--- config.mk ---
export PLATFORM = sky130hd
export DESIGN_NAME = three_channel_threshold_alarm
export DESIGN_NICKNAME = d
export VERILOG_FILES = /design/src/tcta_pkg.sv /design/src/three_channel_threshold_alarm.sv
export SDC_FILE = /design/constraint.sdc
export NUM_CORES = 1
export LEC_CHECK = 0
export ABC_AREA = 1
export ABC_CLOCK_PERIOD_IN_PS = 7200
export BUFFER_PORTS_ARGS = -buffer_cell sky130_fd_sc_hd__buf_4
export CAP_MARGIN = 15
export CORE_ASPECT_RATIO = 1.5
export CORE_MARGIN = 2
export CORE_UTILIZATION = 50
export DETAILED_ROUTE_END_ITERATION = 8
export GPL_TIMING_DRIVEN = 0
export PLACE_DENSITY = 0.69
export SYNTH_ARGS = -nofsm -noshare
export SYNTH_HDL_FRONTEND = slang
export SYNTH_SLANG_ARGS = --single-unit
--- constraint.sdc ---
create_clock -name clk -period 7.2 [get_ports clk]
set_clock_uncertainty 0.1 [all_clocks]
set_input_delay 0 -clock clk [delete_from_list [all_inputs] [get_ports clk]]
set_output_delay 0 -clock clk [all_outputs]
set_load 0.01 [all_outputs]
--- src/tcta_pkg.sv ---
`timescale 1ns / 1ps

package tcta_pkg;

  // Field widths of one sensor record and one result.
  localparam int SAMPLE_WIDTH = 16;
  localparam int TIME_WIDTH   = 32;
  localparam int NUM_CH       = 3;
  localparam int ALERT_WIDTH  = 3;
  localparam int STATUS_WIDTH = 2;

  // Configuration port.
  localparam int CFG_INDEX_WIDTH = 3;
  localparam int CFG_DATA_WIDTH  = 64;

  // Packed tdata widths, rounded up to whole bytes.
  localparam int IN_FIELD_BITS  = NUM_CH * SAMPLE_WIDTH + TIME_WIDTH;
  localparam int IN_DATA_WIDTH  = ((IN_FIELD_BITS + 7) / 8) * 8;
  localparam int OUT_FIELD_BITS = STATUS_WIDTH + NUM_CH * ALERT_WIDTH;
  localparam int OUT_DATA_WIDTH = ((OUT_FIELD_BITS + 7) / 8) * 8;

  typedef logic signed [SAMPLE_WIDTH-1:0] sample_t;
  typedef logic [TIME_WIDTH-1:0]          time_t;
  typedef logic [ALERT_WIDTH-1:0]         alert_t;
  typedef logic [STATUS_WIDTH-1:0]        status_t;
  typedef logic [CFG_INDEX_WIDTH-1:0]     cfg_index_t;

  // Register indexes.
  localparam cfg_index_t CFG_TEMP_THR  = 3'd0;
  localparam cfg_index_t CFG_PULSE_THR = 3'd1;
  localparam cfg_index_t CFG_WBGT_THR  = 3'd2;
  localparam cfg_index_t CFG_WARN_INT  = 3'd3;
  localparam cfg_index_t CFG_CRIT_INT  = 3'd4;

  // Threshold slot positions inside a packed threshold register.
  localparam int SLOT_CRIT_LO = 0;
  localparam int SLOT_CRIT_HI = 1;
  localparam int SLOT_WARN_LO = 2;
  localparam int SLOT_WARN_HI = 3;

  // Alert codes.
  localparam alert_t AL_NONE     = 3'd0;
  localparam alert_t AL_WARN_ON  = 3'd1;
  localparam alert_t AL_WARN_REP = 3'd2;
  localparam alert_t AL_CRIT_ON  = 3'd3;
  localparam alert_t AL_CRIT_REP = 3'd4;

  // Overall status codes.
  localparam status_t ST_NORMAL   = 2'd0;
  localparam status_t ST_WARNING  = 2'd1;
  localparam status_t ST_CRITICAL = 2'd2;

  // Reset values of the repeat intervals in milliseconds.
  localparam time_t WARN_INT_RESET = 32'd60000;
  localparam time_t CRIT_INT_RESET = 32'd1000;

endpackage

--- src/three_channel_threshold_alarm.sv ---
`timescale 1ns / 1ps

// Three channel threshold alarm.
//
// The in_ stream carries one sensor record per request: skin temperature, heart
// rate and WBGT as signed Q11.4 samples plus a wrapping millisecond time stamp.
// The out_ stream returns exactly one result per record: the overall status and
// one alert code per channel (onset or repeat, warning or critical).
// The cfg_ channel writes the three packed threshold registers and the two
// repeat intervals; it is always ready and must only be used while idle.
// The datapath has an input register and a result register with the channel
// compares and flag updates between them. An accepted record goes from the input
// register to the result register that drives out_tdata, and a new record is taken
// every cycle, so throughput is one record per clock as long as out_tready is high.
// When the receiver stalls, the result register holds; the input register
// still takes one more record, then in_tready drops until the result leaves.
// A synchronous active low reset empties both stages, clears all warning and
// critical flags and last alert times, zeroes the thresholds and loads the
// interval registers with 60000 ms (warning) and 1000 ms (critical).
module three_channel_threshold_alarm
  import tcta_pkg::*;
(
  input  logic                       clk,
  input  logic                       rst_n,
  // Input records.
  input  logic                       in_tvalid,
  output logic                       in_tready,
  // From bit 0: skin_temp[15:0], pulse_rate[15:0], wbgt_level[15:0], time_ms[31:0].
  input  logic [IN_DATA_WIDTH-1:0]   in_tdata,
  // Results.
  output logic                       out_tvalid,
  input  logic                       out_tready,
  // From bit 0: overall_status[1:0], temp_alert[2:0], pulse_alert[2:0],
  // wbgt_alert[2:0], zero padding.
  output logic [OUT_DATA_WIDTH-1:0]  out_tdata,
  // Configuration writes.
  input  logic                       cfg_valid,
  output logic                       cfg_ready,
  input  logic [CFG_INDEX_WIDTH-1:0] cfg_index,
  input  logic [CFG_DATA_WIDTH-1:0]  cfg_data
);

  // Configuration registers.
  logic [CFG_DATA_WIDTH-1:0] thr_r [NUM_CH];
  time_t                     warn_int_r;
  time_t                     crit_int_r;

  // Per-channel state.
  logic  [NUM_CH-1:0] warn_flag_r;
  logic  [NUM_CH-1:0] warn_flag_nxt;
  logic  [NUM_CH-1:0] crit_flag_r;
  logic  [NUM_CH-1:0] crit_flag_nxt;
  time_t              last_time_r   [NUM_CH];
  time_t              last_time_nxt [NUM_CH];

  // Input register stage.
  logic    s1_valid_r;
  sample_t s1_sample_r [NUM_CH];
  time_t   s1_time_r;

  // Result register stage.
  logic    out_valid_r;
  status_t status_r;
  status_t status_nxt;
  alert_t  alert_r   [NUM_CH];
  alert_t  alert_nxt [NUM_CH];

  logic advance;
  logic in_fire;

  // The input stage moves into the result stage whenever the result register is
  // empty or being drained this cycle.
  assign advance   = !out_valid_r || out_tready;
  assign in_tready = !s1_valid_r || advance;
  assign in_fire   = in_tvalid && in_tready;
  assign cfg_ready = 1'b1;

  // Channel classification. Critical band [lo,hi] is tested before the warning
  // band [lo,hi). A drop from critical into warning gives no onset, but a
  // repeat may still fire against the warning interval.
  always_comb begin
    sample_t cl;
    sample_t chi;
    sample_t wl;
    sample_t wh;
    time_t   elapsed;
    logic    in_crit;
    logic    in_warn;
    logic [STATUS_WIDTH-1:0] st;
    st = ST_NORMAL;
    for (int ch = 0; ch < NUM_CH; ch++) begin
      cl  = sample_t'(thr_r[ch][SLOT_CRIT_LO*SAMPLE_WIDTH +: SAMPLE_WIDTH]);
      chi = sample_t'(thr_r[ch][SLOT_CRIT_HI*SAMPLE_WIDTH +: SAMPLE_WIDTH]);
      wl  = sample_t'(thr_r[ch][SLOT_WARN_LO*SAMPLE_WIDTH +: SAMPLE_WIDTH]);
      wh  = sample_t'(thr_r[ch][SLOT_WARN_HI*SAMPLE_WIDTH +: SAMPLE_WIDTH]);
      // Modular time since this channel's last alert.
      elapsed = s1_time_r - last_time_r[ch];
      in_crit = (s1_sample_r[ch] >= cl) && (s1_sample_r[ch] <= chi);
      in_warn = (s1_sample_r[ch] >= wl) && (s1_sample_r[ch] < wh);

      alert_nxt[ch]     = AL_NONE;
      warn_flag_nxt[ch] = warn_flag_r[ch];
      crit_flag_nxt[ch] = crit_flag_r[ch];
      if (in_crit) begin
        if (!crit_flag_r[ch]) begin
          crit_flag_nxt[ch] = 1'b1;
          alert_nxt[ch]     = AL_CRIT_ON;
        end else if (elapsed >= crit_int_r) begin
          alert_nxt[ch] = AL_CRIT_REP;
        end
        warn_flag_nxt[ch] = 1'b0;
      end else if (in_warn) begin
        if (!warn_flag_r[ch] && !crit_flag_r[ch]) begin
          warn_flag_nxt[ch] = 1'b1;
          alert_nxt[ch]     = AL_WARN_ON;
        end else if (elapsed >= warn_int_r) begin
          alert_nxt[ch] = AL_WARN_REP;
        end
        crit_flag_nxt[ch] = 1'b0;
      end else begin
        warn_flag_nxt[ch] = 1'b0;
        crit_flag_nxt[ch] = 1'b0;
      end

      last_time_nxt[ch] = (alert_nxt[ch] != AL_NONE) ? s1_time_r : last_time_r[ch];
    end

    // Status reflects the flags after this record's updates.
    if (|crit_flag_nxt) begin
      st = ST_CRITICAL;
    end else if (|warn_flag_nxt) begin
      st = ST_WARNING;
    end
    status_nxt = st;
  end

  always_ff @(posedge clk) begin
    if (!rst_n) begin
      s1_valid_r  <= 1'b0;
      out_valid_r <= 1'b0;
      warn_flag_r <= '0;
      crit_flag_r <= '0;
      warn_int_r  <= WARN_INT_RESET;
      crit_int_r  <= CRIT_INT_RESET;
      for (int ch = 0; ch < NUM_CH; ch++) begin
        last_time_r[ch] <= '0;
        thr_r[ch]       <= '0;
      end
    end else begin
      // Input stage: it empties when it advances and fills on a new request.
      if (in_fire) begin
        s1_valid_r <= 1'b1;
      end else if (advance) begin
        s1_valid_r <= 1'b0;
      end

      // Result stage and channel state move together.
      if (advance) begin
        out_valid_r <= s1_valid_r;
        if (s1_valid_r) begin
          warn_flag_r <= warn_flag_nxt;
          crit_flag_r <= crit_flag_nxt;
          for (int ch = 0; ch < NUM_CH; ch++) begin
            last_time_r[ch] <= last_time_nxt[ch];
          end
        end
      end

      if (cfg_valid && cfg_ready) begin
        unique case (cfg_index)
          CFG_TEMP_THR:  thr_r[0]   <= cfg_data;
          CFG_PULSE_THR: thr_r[1]   <= cfg_data;
          CFG_WBGT_THR:  thr_r[2]   <= cfg_data;
          CFG_WARN_INT:  warn_int_r <= cfg_data[TIME_WIDTH-1:0];
          CFG_CRIT_INT:  crit_int_r <= cfg_data[TIME_WIDTH-1:0];
          default: ;
        endcase
      end
    end
  end

  // Payload registers without reset.
  always_ff @(posedge clk) begin
    if (in_fire) begin
      for (int ch = 0; ch < NUM_CH; ch++) begin
        s1_sample_r[ch] <= sample_t'(in_tdata[ch*SAMPLE_WIDTH +: SAMPLE_WIDTH]);
      end
      s1_time_r <= in_tdata[NUM_CH*SAMPLE_WIDTH +: TIME_WIDTH];
    end
    if (advance && s1_valid_r) begin
      status_r <= status_nxt;
      for (int ch = 0; ch < NUM_CH; ch++) begin
        alert_r[ch] <= alert_nxt[ch];
      end
    end
  end

  assign out_tvalid = out_valid_r;
  assign out_tdata  = {{(OUT_DATA_WIDTH - OUT_FIELD_BITS){1'b0}},
                       alert_r[2], alert_r[1], alert_r[0], status_r};

endmodule

; ---- Yosys cells after proc, flatten, opt, wreduce, memory -nomap -nowiden
; Memories as Yosys holds them, arrays and structs flattened.
; Cells that the tools add are included.
; W data, S select, Z words.
[classes]
mux = 63
bitwise_logic = 6
n_eq_ne = 4
magnitude_cmp = 18
n_reduce_logical = 31
n_addsub = 3
[ops]
columns = cell, count
row1 = $ge A32 B32 Y1, 6
row2 = $mux W32, 6
row3 = $mux W64, 3
row4 = $ge A16 B16 Y1, 6
row5 = $sub A32 B32 Y32, 3
row6 = $le A16 B16 Y1, 3
row7 = $lt A16 B16 Y1, 3
row8 = $mux W1, 36
row9 = $mux W3, 9
row10 = $mux W2, 9
row11 = $logic_and A1 B1 Y1, 11
row12 = $reduce_bool A3 Y1, 3
row13 = $logic_not A1 Y1, 8
row14 = $eq A3 B2 Y1 const B, 2
row15 = $or A1 B1 Y1, 6
row16 = $reduce_and A2 Y1, 3
row17 = $reduce_or A3 Y1, 2
row18 = $eq A3 B1 Y1 const B, 1
row19 = $eq A3 B3 Y1 const B, 1
row20 = $logic_not A3 Y1, 1
row21 = $logic_or A1 B1 Y1, 2
row22 = $reduce_bool A2 Y1, 1
[word_totals]
output_inout_bits = 19
memories = 4
reg_bits = 106
ram_bits = 345
wordCells = 137
[memory_table]
columns = name, words, width, read_ports, rd_ports_with_merged_regs, wr, line
row1 = thr_r, 3, 64, 3, 0, 3, three_channel_threshold_alarm.sv:44  ; logic [CFG_DATA_WIDTH-1:0] thr_r [NUM_CH];
row2 = last_time_r, 3, 32, 3, 0, 3, three_channel_threshold_alarm.sv:53  ; time_t last_time_r [NUM_CH];
row3 = s1_sample_r, 3, 16, 3, 0, 3, three_channel_threshold_alarm.sv:58  ; sample_t s1_sample_r [NUM_CH];
row4 = alert_r, 3, 3, 3, 0, 3, three_channel_threshold_alarm.sv:65  ; alert_t alert_r [NUM_CH];

; ---- Logic depth before layout (Yosys ltp)
; An unclocked memory read counts as a cell.
[depth]
ltp_word = 10
ltp_mapped = 26
mapped_depth_nobuf = 26

; ---- Worst setup path before layout
; Ideal clock, no wire load.
[synth_path]
path_type = input port to flip-flop
start = input cfg_valid
end = memory thr_r[0][0] (enable)
path_buffers = 0
cell_stages = 4
required_time_ps = 6518
setup_slack_ps = 1508
arrival_ps = 5011
cell_sequence = inv_1 > nor2_1 > inv_1 > o31ai_1
[synth_lines]
columns = element, line
row1 = "start, declared", three_channel_threshold_alarm.sv:37  ; input logic cfg_valid,
row2 = "end, declared", three_channel_threshold_alarm.sv:44

==> summary.txt <==
Status
  – Outcome: finished, final reports clean

Clock tree
  – Worst skew pair latency: 0.62 ns
  – CTS tree: built
  – Worst-path clk slew: approximately 0.06 ns
  – CTS buffer count: 46
  – # clock sinks: approximately 450
  – Clock buffer depth: 3
  – Clk root buf: clkbuf_16
  – # H-tree levels: 2

Layout
  – Fin nets: around 4.4k
  – Filler cells: approximately 5.1k
  – Share of layout cells above drive strength 1: under 10%
  – Design Area, Final: between 0.03 and 0.04 mm^2
  – Area growth, synth to finish: 20.4%
  – Reg area: around 0.013 mm^2
  – Multi-input gate area: ~0.015 mm^2
  – Non-filler instance count after layout: approximately 4.6k

Floorplanning
  – Starting Density: 50.2%
  – Total Die Area: about 0.062 mm^2
  – I/O pin count: 171
  – # rows: 110
  – Die Span Y: a little over 300 um
  – Core footprint: 0.0597 mm^2
  – Die width: 204 um

Synthesis
  – Synth Cell Area: 0.0300 mm^2
  – Sequential share of the synthesized area: a little over two fifths
  – Area leader, netlist: edfxtp_1
  – Portion of netlist area occupied by mux cells: 0%
  – Synth top area share: approximately 38%
  – Compound-gate portion of the synthesized area: a little over a tenth
  – Count leader, synth: inv_1
  – Post-synthesis xor/xnor area fraction: approximately 2.6%
  – Yosys Warn Count: 0
  – Ys async rst share: 0%
  – Simple-gate area share of the yosys netlist: 14.7%
  – #FFs+latches synth: about 450
  – Avg Cell Area, Syn: between 8 and 9 um^2
  – Largest family of logic cells by synthesized area: adder cells
  – Ys flop type: edfxtp_1
  – Post-synth cell types: 53
  – Post-synthesis adder-cell area fraction: roughly a fifth
  – Post-synth EDFFs: about 380
  – Synth top area cells: edfxtp_1 38%, ha_1 20%, inv_1 8.4%
  – Gate Count Post-Synth: roughly 3.4k
  – Commonest cells in the netlist: 671 x inv_1, 593 x nand2_1, 474 x ha_1

Global routing
  – Initial antenna violation count: 2
  – Global-route wire length before repair: about 130000 um
  – GRT overflow: 0
  – Largest net degree at the start of global routing: 49
  – All-Layer GR Usage: 28.4%
  – Vias in the first global route: ~25k

Placement
  – Gpl congestion: between 0.9 and 1
  – Placed cell areas: around 0.033 mm^2
  – Final HPWL DP: around 70000 um
  – Place WS: around 1.8 ns
  – Buffers on Ports: about 160
  – DP Cell Count: 4352

Run
  – Max-Cap Viols: 0

STA
  – Final Worst Setup Slack: 1.82 ns
  – Hold Violations, Final: 0
  – FMAX: 186 MHz
  – Setup violations, final: 0
  – RSZ-0062 raised after global routing: false
  – Slew @ Worst Pin: approximately 1 ns
  – Headroom to the max-slew limit: between 30% and 40%
  – Slew Limit Fails: 0
  – Fin crit period: 5.38 ns
  – Fin crit share: between 70 and 80%

Pwr
  – PD cells: between 200 and 250 mW/mm^2
  – LEAKAGE: around 17 nW
  – Maximum vdd ir drop: 0.199 mV

Worst setup path
  – WP data arrival: roughly 5.6 ns
  – Worst reg2reg startpoint: s1_time_r[0]
  – Crit path required time: around 7.4 ns
  – CP Capture Point: last_time_r[0][32]
  – RR Endpoint: last_time_r[0][32]
  – Critical path origin: s1_time_r[0]
  – Worst Path Max Fanout: 32
  – Crit Path Class: flip-flop to flip-flop
  – Worst reg2reg path depth: 23
  – Crit start category: flip-flop
  – CP Capture Type: flip-flop
  – R2r setup slk: 1.82 ns

Routing
  – WL final: 88300 um
  – Final ANT Viol Nets: 0
  – DRC violations left: 0
  – DR iter-0 viols: 1320
  – DR vias: roughly 25k
  – Pre-antenna DRT Iters: 6
  – Routed len/inst: 19.0 um
  – Via/cell ratio: roughly 5.3

Hold path
  – Worst hold path class: primary input to flip-flop
  – Hold Path Depth: 2
registers in the layout, summed over array words and instances, names as in the netlist:
register     cells
thr_r          192
last_time_r     96
s1_sample_r     48
crit_int_r      32
s1_time_r       32
warn_int_r      32
alert_r          9
crit_flag_r      3
warn_flag_r      3
status_r         2
out_tvalid       1
s1_valid_r       1
what timing repair did:
item                      CTS  global route
setup buffers               0             0
hold endpoints to repair  472             0
hold buffers              199             0
gates resized for setup     0             0
logic make-up (layout without fill, tap and decap cells):
| logic type | count (synthesis) | after routing |
|---|---|---|
| AO/OA/AOI/OAI | 580 | 580 |
| XOR/XNOR | 88 | 88 |
| adder cells (fa/ha/maj) | 477 | 477 |
| buffers and inverters | 710 | 1172 |
| flip-flops | 451 | 451 |
| other | 2 | 8 |
| AND/OR/NAND/NOR | 1079 | 1079 |
area by class of cell:
cell class / count / area share (%)
inverters: 674 / 7.01
repair buffers: 376 / 9.66
clock inverters: 22 / 0.617
flip-flops and latches: 451 / 35.5
plain buffers: 36 / 0.440
multi-input cells: 2230 / 40.2
diodes: 2 / 0.0139
clock buffers: 64 / 3.78
well taps: 784 / 2.72
worst min-delay path by stage:
stage | endpoint | slack, ns | from
6_report | s1_time_r[5] | 0.02 | in_tdata[53]
5_1_grt | s1_sample_r[0][9] | 0.01 | in_tdata[9]
4_1_cts | s1_time_r[5] | 0.0004 | in_tdata[53]
3_5_place_dp | s1_sample_r[0][7] | 0.08 | in_tdata[7]
3_3_place_gp | s1_time_r[0] | 0.08 | in_tdata[48]
2_1_floorplan | s1_sample_r[0][0] | -0.001 | in_tdata[0]
metal layers:
metal / vias up / part of all wire (%) / GRT usage (%)
li1: 12200 / - / -
met1: 11400 / 36 / 29.1
met2: 694 / 51 / 52.5
met3: 316 / 4.0 / 3.07
met4: 2 / 9.1 / 21.7
met5: - / 0.015 / 0
worst max-delay path: stages, from the launching register on:
cell and delay, ns:
edfxtp_1 0.35, inv_1 0.14, ha_1 0.17, inv_1 0.07
fa_1 0.40, nand3_1 0.10, nand3_1 0.14, a21oi_2 0.29
o21bai_2 0.19, a21boi_2 0.37, o21ai_0 0.23, xor2_1 0.21
ha_1 0.30, nand2_1 0.04, nor2_1 0.12, nand2_1 0.17
nor3_1 0.39, nand4_1 0.21, nand3_1 0.25, nand4_1 0.23
nand3_1 0.15, nand2_1 0.07, nand2_2 0.09, buf_12 0.22
report_power, final:
part / switching (W) / internal (W) / leakage (nW)
combinational: 0.00135 / 0.000854 / 12.1
sequential: 0.0000977 / 0.00301 / 4.33
clock: 0.00111 / 0.00139 / 0.782
total: 0.00256 / 0.00526 / 17.2
placed cells by master, fill, tap and decap left out, types with 20 or more instances in the layout:
| cell | n |
|---|---|
| a21oi_1 | 314 |
| buf_4 | 170 |
| clkbuf_1 | 36 |
| clkbuf_16 | 50 |
| dfxtp_1 | 72 |
| dlygate4sd3_1 | 199 |
| edfxtp_1 | 379 |
| ha_1 | 474 |
| inv_1 | 670 |
| nand2_1 | 589 |
| nand3_1 | 115 |
| nand4_1 | 31 |
| nor2_1 | 278 |
| nor3_1 | 35 |
| o21ai_0 | 146 |
| o21bai_1 | 20 |
| xnor2_1 | 27 |
| xor2_1 | 61 |
stage by stage:
step | setup TNS [ns] | power (W) | utilization, % | hold WS, ns
5_1_grt | 0 | 0.00826 | 60.4 | 0.0115
2_1_floorplan | 0 | 0.00457 | - | -0.00113
6_report | 0 | 0.00782 | 60.4 | 0.0167
4_1_cts | 0 | 0.00784 | 60.4 | 0.000449
3_5_place_dp | 0 | 0.00525 | 54.4 | 0.0792
3_3_place_gp | -234.76 | 0.00519 | 53.9 | 0.0786
Note: power is estimated with default switching activity, not from simulation.
